File: config.mk
export PLATFORM = sky130hd
export DESIGN_NAME = row_projection_line_finder
export DESIGN_NICKNAME = d
export VERILOG_FILES = /design/src/rtl/rplf_pkg.sv /design/src/rtl/row_projection_line_finder.sv /design/src/rtl/rplf_datapath.sv
export SDC_FILE = /design/constraint.sdc
export NUM_CORES = 1
export LEC_CHECK = 0
export BUFFER_PORTS_ARGS = -buffer_cell sky130_fd_sc_hd__buf_2
export CORE_ASPECT_RATIO = 0.9
export CORE_MARGIN = 3
export CORE_UTILIZATION = 65
export CTS_CLUSTER_DIAMETER = 100
export DETAILED_ROUTE_END_ITERATION = 12
export HOLD_SLACK_MARGIN = 0.06
export PLACE_DENSITY = 0.84
export SETUP_SLACK_MARGIN = 0.3
export SYNTH_ARGS = -nofsm -noshare
export SYNTH_HDL_FRONTEND = slang
export SYNTH_SLANG_ARGS = --single-unit
export TNS_END_PERCENT = 30
File: constraint.sdc
create_clock -name clk -period 15 [get_ports clk]
set_input_delay 3 -clock clk [delete_from_list [all_inputs] [get_ports clk]]
set_output_delay 3 -clock clk [all_outputs]
set_load 0.01 [all_outputs]
File: src/rtl/rplf_pkg.sv
`timescale 1ns / 1ps
// Package for the row projection line finder.
// Holds the sizing constants and the input item type; no dependencies.
package rplf_pkg;

  localparam int unsigned MAX_ROW_WIDTH = 4096;
  localparam int unsigned MAX_ROWS      = 4096;

  localparam int unsigned PIX_W   = 8;
  localparam int unsigned SUM_W   = 20;
  localparam int unsigned CNT_W   = 13;
  localparam int unsigned ROW_W   = 12;
  localparam int unsigned QUANT_W = 4;
  localparam int unsigned SQ_W    = 2 * QUANT_W;

  // a row is dark when its sum stays below its width shifted left by DARK_SHIFT
  localparam int unsigned DARK_SHIFT = 6;

  localparam logic [SUM_W-1:0] SUM_MAX   = {SUM_W{1'b1}};
  localparam logic [CNT_W:0]   WIDTH_LIM = (CNT_W + 1)'(MAX_ROW_WIDTH);
  localparam logic [CNT_W:0]   ROWS_LIM  = (CNT_W + 1)'(MAX_ROWS);

  typedef struct packed {
    logic [PIX_W-1:0] pixel;
    logic             row_end;
    logic             frame_start;
    logic [ROW_W-1:0] frame_top;
  } pix_item_t;

  typedef struct packed {
    logic             hit;
    logic [ROW_W-1:0] line_row;
  } line_hit_t;

endpackage

File: src/rtl/row_projection_line_finder.sv
`timescale 1ns / 1ps
// Top level of the row projection line finder: input register, datapath, output register.
// Depends on rplf_pkg and rplf_datapath.
//
//   channel | ports                                            | direction
//   --------+--------------------------------------------------+----------
//   in      | in_valid, in_ready, in_pixel, in_row_end,        | input
//           | in_frame_start, in_frame_top                     |
//   out     | out_valid, out_ready, out_line_row               | output
//
// One pixel per cycle sustained while the result register is not stalled; out_valid rises
// once a row-end hit has passed the input register and the result register around the datapath.
// Synchronous active-low reset clears all row history and empties both registers.
// A stalled result holds the datapath; the input register still takes one pixel.
module row_projection_line_finder
  import rplf_pkg::*;
(
  input  logic             clk,
  input  logic             rst_n,
  input  logic             in_valid,
  output logic             in_ready,
  input  logic [PIX_W-1:0] in_pixel,
  input  logic             in_row_end,
  input  logic             in_frame_start,
  input  logic [ROW_W-1:0] in_frame_top,
  output logic             out_valid,
  input  logic             out_ready,
  output logic [ROW_W-1:0] out_line_row
);

  logic             in_vld_r;
  pix_item_t        item_r;
  logic             out_vld_r, out_vld_nxt;
  logic [ROW_W-1:0] line_row_r;
  logic             consume;
  line_hit_t        res;

  assign consume  = in_vld_r && (!out_vld_r || out_ready);
  assign in_ready = !in_vld_r || consume;

  rplf_datapath u_dp (
    .clk    (clk),
    .rst_n  (rst_n),
    .en     (consume),
    .item   (item_r),
    .result (res)
  );

  always_comb begin
    out_vld_nxt = out_vld_r && !out_ready;
    if (consume) begin
      out_vld_nxt = res.hit;
    end
  end

  always_ff @(posedge clk) begin
    if (!rst_n) begin
      in_vld_r  <= 1'b0;
      out_vld_r <= 1'b0;
    end else begin
      if (in_ready) begin
        in_vld_r <= in_valid;
      end
      out_vld_r <= out_vld_nxt;
    end
  end

  always_ff @(posedge clk) begin
    if (in_valid && in_ready) begin
      item_r.pixel       <= in_pixel;
      item_r.row_end     <= in_row_end;
      item_r.frame_start <= in_frame_start;
      item_r.frame_top   <= in_frame_top;
    end
    if (consume && res.hit) begin
      line_row_r <= res.line_row;
    end
  end

  assign out_valid    = out_vld_r;
  assign out_line_row = line_row_r;

  // a held pixel is never dropped while the result side stalls
  a_hold_item: assert property (@(posedge clk) disable iff (!rst_n)
    in_vld_r && !consume |=> in_vld_r)
    else $error("pending pixel lost");

  // a detection always lands in the result register
  a_hit_out: assert property (@(posedge clk) disable iff (!rst_n)
    consume && res.hit |=> out_vld_r && (line_row_r == $past(res.line_row)))
    else $error("detected line not presented");

  // only a row end can produce a line
  a_hit_row_end: assert property (@(posedge clk) disable iff (!rst_n)
    res.hit |-> item_r.row_end)
    else $error("line reported without row end");

  // an empty input register always accepts
  a_ready: assert property (@(posedge clk) disable iff (!rst_n)
    !in_vld_r |-> in_ready)
    else $error("input blocked while empty");

endmodule

File: src/rtl/rplf_datapath.sv
`timescale 1ns / 1ps
// Row sum accumulation, row history and minimum test for one pixel per cycle while en is high.
// Depends on rplf_pkg.
module rplf_datapath
  import rplf_pkg::*;
(
  input  logic      clk,
  input  logic      rst_n,
  input  logic      en,
  input  pix_item_t item,
  output line_hit_t result
);

  logic [SUM_W-1:0] row_sum_r, row_sum_nxt;
  logic [CNT_W-1:0] pixel_count_r, pixel_count_nxt;
  logic [SUM_W-1:0] middle_sum_r, middle_sum_nxt;
  logic [CNT_W-1:0] middle_width_r, middle_width_nxt;
  logic [SUM_W-1:0] older_sum_r, older_sum_nxt;
  logic [CNT_W-1:0] rows_done_r, rows_done_nxt;
  logic [ROW_W-1:0] top_row_r, top_row_nxt;

  logic [SUM_W-1:0] row_sum_e, middle_sum_e, older_sum_e;
  logic [CNT_W-1:0] pixel_count_e, middle_width_e, rows_done_e;
  logic [ROW_W-1:0] top_row_e;

  logic [QUANT_W-1:0] q;
  logic [SQ_W-1:0]    sq;
  logic [SUM_W:0]     sum_ext;
  logic [SUM_W-1:0]   sum_acc;
  logic [CNT_W-1:0]   cnt_acc;
  logic               rows_open;
  logic               take_pix;
  logic [SUM_W-1:0]   dark_lim;
  logic               is_line;

  always_comb begin
    // frame start clears history before the pixel is taken
    row_sum_e      = item.frame_start ? '0 : row_sum_r;
    pixel_count_e  = item.frame_start ? '0 : pixel_count_r;
    middle_sum_e   = item.frame_start ? '0 : middle_sum_r;
    middle_width_e = item.frame_start ? '0 : middle_width_r;
    older_sum_e    = item.frame_start ? '0 : older_sum_r;
    rows_done_e    = item.frame_start ? '0 : rows_done_r;
    top_row_e      = item.frame_start ? item.frame_top : top_row_r;

    rows_open = {1'b0, rows_done_e} < ROWS_LIM;
    take_pix  = rows_open && ({1'b0, pixel_count_e} < WIDTH_LIM);

    q       = item.pixel[PIX_W-1 -: QUANT_W];
    sq      = SQ_W'(q * q);
    sum_ext = {1'b0, row_sum_e} + (SUM_W + 1)'(sq);
    sum_acc = row_sum_e;
    cnt_acc = pixel_count_e;
    if (take_pix) begin
      sum_acc = sum_ext[SUM_W] ? SUM_MAX : sum_ext[SUM_W-1:0];
      cnt_acc = pixel_count_e + CNT_W'(1);
    end

    dark_lim = SUM_W'({middle_width_e, {DARK_SHIFT{1'b0}}});
    is_line  = item.row_end && rows_open && (rows_done_e >= CNT_W'(2)) &&
               (middle_width_e != '0) && (middle_sum_e < older_sum_e) &&
               (middle_sum_e < sum_acc) && (middle_sum_e < dark_lim);

    result.hit      = is_line;
    result.line_row = top_row_e + rows_done_e[ROW_W-1:0] - ROW_W'(1);

    row_sum_nxt      = sum_acc;
    pixel_count_nxt  = cnt_acc;
    middle_sum_nxt   = middle_sum_e;
    middle_width_nxt = middle_width_e;
    older_sum_nxt    = older_sum_e;
    rows_done_nxt    = rows_done_e;
    top_row_nxt      = top_row_e;
    if (item.row_end) begin
      if (rows_open) begin
        // shift the row history
        older_sum_nxt    = middle_sum_e;
        middle_sum_nxt   = sum_acc;
        middle_width_nxt = cnt_acc;
        rows_done_nxt    = rows_done_e + CNT_W'(1);
      end
      row_sum_nxt     = '0;
      pixel_count_nxt = '0;
    end
  end

  always_ff @(posedge clk) begin
    if (!rst_n) begin
      row_sum_r      <= '0;
      pixel_count_r  <= '0;
      middle_sum_r   <= '0;
      middle_width_r <= '0;
      older_sum_r    <= '0;
      rows_done_r    <= '0;
      top_row_r      <= '0;
    end else if (en) begin
      row_sum_r      <= row_sum_nxt;
      pixel_count_r  <= pixel_count_nxt;
      middle_sum_r   <= middle_sum_nxt;
      middle_width_r <= middle_width_nxt;
      older_sum_r    <= older_sum_nxt;
      rows_done_r    <= rows_done_nxt;
      top_row_r      <= top_row_nxt;
    end
  end

endmodule
# [Word-level counts from Yosys, hierarchy flattened]
# Index checks and enable logic that the tools add are counted.
[totals] reg_bits=147 out_inout_bits=14
[op_classes] addsub=5 n_mul=1 n_lt_le_gt_ge=6 n_mux=21 reduce_logical=17
[op_table] cell="20-bit two-way mux" n=10
[op_table] cell="13-bit two-way mux" n=9
[op_table] cell="20-bit less-than comparator" n=2
[op_table] cell="13-bit by 1-bit adder with 13-bit output (second input constant)" n=2
[op_table] cell="13-bit less-than comparator (second input constant)" n=2
[op_table] cell="20-bit by 8-bit adder with 21-bit output" n=1
[op_table] cell="20-bit by 19-bit less-than comparator with 1-bit output" n=1
[op_table] cell="13-bit by 2-bit >= comparator with 1-bit output (second input constant)" n=1
[op_table] cell="13-bit nonzero test" n=1
[op_table] cell="12-bit adder" n=1
[op_table] cell="12-bit two-way mux" n=1
[op_table] cell="12-bit by 1-bit subtractor with 12-bit output (second input constant)" n=1
[op_table] cell="1-bit logical AND" n=11
[op_table] cell="4-bit by 4-bit multiplier with 8-bit output" n=1
[op_table] cell="1-bit logical NOT" n=3
[op_table] cell="1-bit logical OR" n=2
[op_table] cell="1-bit two-way mux" n=1

# [Depth between registers and ports, before layout]
[logic_depth] word_depth=9 ltp_mapped=23 ltp_nobuf=20

# [Cells and area by module]
# Synthesis repeated with hierarchy kept, for this count alone.
[hier_totals] hier_cells=1022 area_unflattened_um2=9113.7
[modules_own_cells] module="rplf_datapath" instances=1 cells_each=975 area_each_um2=7980.2 seq_area_each_um2=2222.1
[modules_own_cells] module="row_projection_line_finder" instances=1 cells_each=47 area_each_um2=1133.6 seq_area_each_um2=1061.0

# [Worst setup path before layout]
# Ideal clock, no wire load.
[synth_path] path_kind="reg-to-reg" start="reg item_r[12] (netlist bit)" end="reg line_row_r[0] (netlist: out_line_row[0]) (enable)" setup_ps=397 t_arrival_ps=5882 t_required_ps=14603 setup_slack_ps=8721 stages_incl_launch_ff=22 synth_period_minus_slack_ps=6279 path_cell_list="edfxtp_1 inv_1 clkbuf_1 buf_1 buf_1 nand2_1 fa_1 inv_1 ha_1 a21o_2 a21oi_1 o21ai_0 o221a_2 nand4b_1 or3b_2 ha_1 nand2_1 o21ai_0 nor4_1 nand4b_1 or4_1 a2111oi_2"
[synth_between] elab_chain_cells=9 elab_cells_between_ends=24 classes_between="add/sub: 1; order compare: 6; mux: 8; reduce/logical: 9"
[synth_lines] item="start: declaration" line_no="row_projection_line_finder.sv:32" source="pix_item_t item_r;"
[synth_lines] item="parallel branches: the longest is 7 deep, another holds 20-bit by 8-bit adder with 21-bit output"
[synth_lines] item="1-bit logical AND *" line_no="rplf_datapath.sv:62" source="(middle_sum_e < sum_acc) && (middle_sum_e < dark_lim);"
[synth_lines] item="1-bit logical AND *" line_no="row_projection_line_finder.sv:75" source="if (consume && res.hit) begin"
[synth_lines] item="end signal: assignment" line_no="row_projection_line_finder.sv:76" source="line_row_r <= res.line_row;"
[synth_lines] item="end: declaration" line_no="row_projection_line_finder.sv:34" source="logic [ROW_W-1:0] line_row_r;"
# Every way passes the cells marked *.
# A chain may end at the register's enable or synchronous reset.

# [Worst setup path after layout]
[layout_path] start="reg item_r[12] (netlist bit)" end="reg line_row_r[1] (netlist: out_line_row[1]) (enable)"
# The elaborated chain is that of the path after synthesis.

==> qor.csv <==
stage;metric;value;unit
synth;synth_xor_xnor_area_share;0.0409;
finish;diodes;0;
critical_path;reg2regPathDepth;20;
synth;yosysTopAreaCell;dfxtp_1;
critical_path;critPathRequiredTime;15.04;ns
synth;yosysTopAreaCellShare;0.258;
timing;setup_violations;0;
critical_path;slowest_delay;0.80;ns
status;status;complete, no violations;
finish;drive_gt1_frac;0.0941;
clock_network;ctsHoldBuffers;0;
timing;worst_pin_slew;1.00;ns
placement;dp_cells;1152;
synth;synth.area.top_cells;dfxtp_1 (26%), ha_1 (12%), edfxtp_1 (10%);
grt;grt_pass1_vias;7018;
clock_network;cts_tree;yes;
finish;final_common_cell;nand2_1;
grt;grtUsageTotal;0.284;
power;power.density;101;nW/um^2
critical_path;crit_slowest_cell;a2111oi_4;
synth;synth_top_family_by_area;simple AND/OR/NAND/NOR gates;
die;io_pins;40;
clock_network;cts.sinks;143;
synth;synth_fp_nets;1109;
grt;grt_first_pass_wirelength;33800;um
grt;grt-ovfl-total;0;
timing;slew_violations;0;
die;core_area;12900;um^2
timing;tns;0;ns
synth;synthArstFlopShare;0;
detailed_routing;wirelength;20800;um
hold_path;min_to;u_dp.middle_sum_r[19];
finish;area_growth_syn_to_layout;10.3;%
timing;setup_ws;8.30;ns
die;dieHeight;116;um
hold_path;min_path_cells;2;
critical_path;crit_buf_inv;4;
critical_path;ff2ff_setup_slack;8.30;ns
critical_path;end_kind;flip-flop;
clock_network;cts-buffers-inserted;17;
power;peakVddDrop;0.000103;V
detailed_routing;drc;0;
die;fp-row-count;39;
synth;synth-compound-area-share;0.171;
synth;syn_area_per_cell;8.83;um^2
detailed_routing;routedWlPerCell;17.6;um
critical_path;path_cells;buf_4 -> inv_2 -> buf_4 -> nand2_1 -> fa_1 -> inv_1 -> ha_1 -> a21o_2 -> a21oi_1 -> o21ai_0 -> o221a_2 -> nand4b_1 -> or3b_2 -> ha_1 -> nand2_1 -> o21ai_0 -> nor4_1 -> nand4b_1 -> or4_1 -> a2111oi_4;
grt;antenna_found_initial;0;
timing;skew;0.00957;ns
power;leakagePower;3.96;nW
critical_path;cp_max_fo;60;
detailed_routing;antenna_left;0;
clock_network;clkTransAtPathRegs;0.06;ns
synth;yosys_most_used_dff;dfxtp_1;
timing;fmax;0.149;GHz
synth;synth-simple-area-share;0.235;
detailed_routing;firstDrtPassIters;5;
power;power.total;0.981;mW
critical_path;timing.rr.end;out_line_row[1];
clock_network;cts_max_path_buffers;2;
clock_network;cts_resized;0;
die;dieArea;14900;um^2
clock_network;postCtsSetupBuffers;0;
hold_path;hold_class;flip-flop to flip-flop;
synth;netlist_area;8780;um^2
timing;worst_slew_margin_rel;0.330;
critical_path;rr_startpoint;item_r[12];
synth;synth-adder-area-share;0.132;
finish;nets;1122;
hold_path;min-delay-start;u_dp.middle_sum_r[19];
critical_path;cp_data_arrival_time;6.74;ns
timing;post-route-period-util;0.447;
synth;ys_types;67;
finish;nFillCells;939;
detailed_routing;num_vias;7398;
die;die_x;128;um
placement;portBuffers;35;
synth;synth_seq_area_share;0.360;
finish;layout.cells.non_filler;1184;
critical_path;cp-start-kind;flip-flop;
synth;synth_edf_count;30;
finish;final_cell_mix;nand2_1 (116), dfxtp_1 (113), nor2b_1 (101), ha_1 (85), a22oi_1 (58);
placement;hpwl;13900;um
synth;synthMuxAreaShare;0.0171;
timing;rsz0062_at_grt;no;
timing;timing.final.crit_period;6.70;ns
placement;gp_congestion;0.942;
detailed_routing;drt_iter0_drc;718;
clock_network;cts-root-buf;clkbuf_16;
timing;hold_violations;0;
synth;yosysWarnings;0;
placement;pre_cts_ws;8.46;ns
critical_path;critPathLaunch;item_r[12];
die;start_util;0.679;
grt;grt_max_degree;73;
critical_path;crit_family;compound AO/OA/AOI/OAI gates;
synth;ys_ff_latch;143;
clock_network;h-tree-depth;4;
flow_run;maxCapViolations;0;
detailed_routing;via_per_inst;6.25;
synth;synth_cells;994;
critical_path;path_class;flip-flop to flip-flop;
clock_network;insertion_delay;0.43;ns
critical_path;cp_num_cells;20;
[cells in the mapped netlist (3+ instances only)]
master / count
nor2_1: 39
a21o_1: 16
or3_1: 5
and3_1: 6
a22oi_1: 58
and2_1: 21
xor2_1: 20
buf_1: 6
o21ai_0: 39
a211oi_1: 7
inv_1: 50
a221oi_1: 4
xnor2_1: 21
a31oi_1: 6
buf_2: 4
nand3_1: 33
nor3_1: 10
mux2i_1: 15
nand4b_1: 4
nor4_1: 9
nor4b_1: 5
fa_1: 4
clkbuf_1: 40
o31ai_1: 6
o21a_1: 5
nand2_1: 116
edfxtp_1: 30
nand2b_1: 7
a21oi_1: 36
nor2b_1: 101
o211a_1: 11
nand4_1: 19
a2111oi_0: 3
dfxtp_1: 113
ha_1: 85
[worst min-delay path: cells and delay by family, from the launching register on]
kind | cells | cell delay (ns)
flip-flops | 1 | 0.32
AO/OA/AOI/OAI | 1 | 0.06
AND/OR/NAND/NOR | 1 | 0.06
[registers in the layout (all words and copies together) (netlist names)]
| register | flops |
|---|---|
| out_valid | 1 |
| u_dp.row_sum_r | 20 |
| item_r | 18 |
| u_dp.middle_sum_r | 20 |
| u_dp.pixel_count_r | 13 |
| u_dp.middle_width_r | 13 |
| u_dp.rows_done_r | 13 |
| out_line_row | 12 |
| u_dp.top_row_r | 12 |
| u_dp.older_sum_r | 20 |
| in_vld_r | 1 |
[metal layers]
layer | up-vias | global-route usage | part of all wire
met5 | - | 0 | 0
met4 | 0 | 0.0973 | 0.020
met3 | 41 | 0.0686 | 0.073
met2 | 274 | 0.465 | 0.46
met1 | 3507 | 0.373 | 0.45
li1 | 3576 | - | -
[through the flow]
step / util / instance area [um^2] / hold WS, ns
floorplan: - / 8780 / 0.436
global placement: 0.700 / 9060 / 0.447
detailed placement: 0.700 / 9060 / 0.454
CTS: 0.748 / 9680 / 0.468
global route: 0.748 / 9680 / 0.513
finish: 0.748 / 9680 / 0.467
[final cells by class]
type	count	area (um^2)	share of cell area
tap	164	205	0.0212
inverter	50	188	0.0194
timing repair buffer	45	250	0.0259
clock inverter	13	189	0.0195
multi-input combinational	750	5250	0.542
sequential	143	3160	0.327
clock buffer	19	433	0.0447
[cell families after synthesis]
logic type,after synthesis
buffers and inverters,101
muxes,15
AOI/OAI and AO/OA,214
DFF,143
xor gates and xnor gates,41
and+or+nand+nor,390
adders and majority gates,90
[power breakdown]
part	leakage [nW]	switching [mW]	internal [mW]	total, mW
clock network	0.287	0.169	0.279	0.448
registers	1.20	0.00593	0.405	0.411
logic	2.48	0.0754	0.0471	0.122
total	3.96	0.251	0.731	0.981
[worst max-delay path by stage]
stage                       end  slack, ns
3_3_place_gp           in_ready       8.51
2_1_floorplan   out_line_row[0]       8.72
6_report        out_line_row[1]       8.30
3_5_place_dp   out_line_row[11]       8.46
5_1_grt         out_line_row[1]       7.87
4_1_cts         out_line_row[1]       8.36
Note: power is estimated with default switching activity, not from simulation.
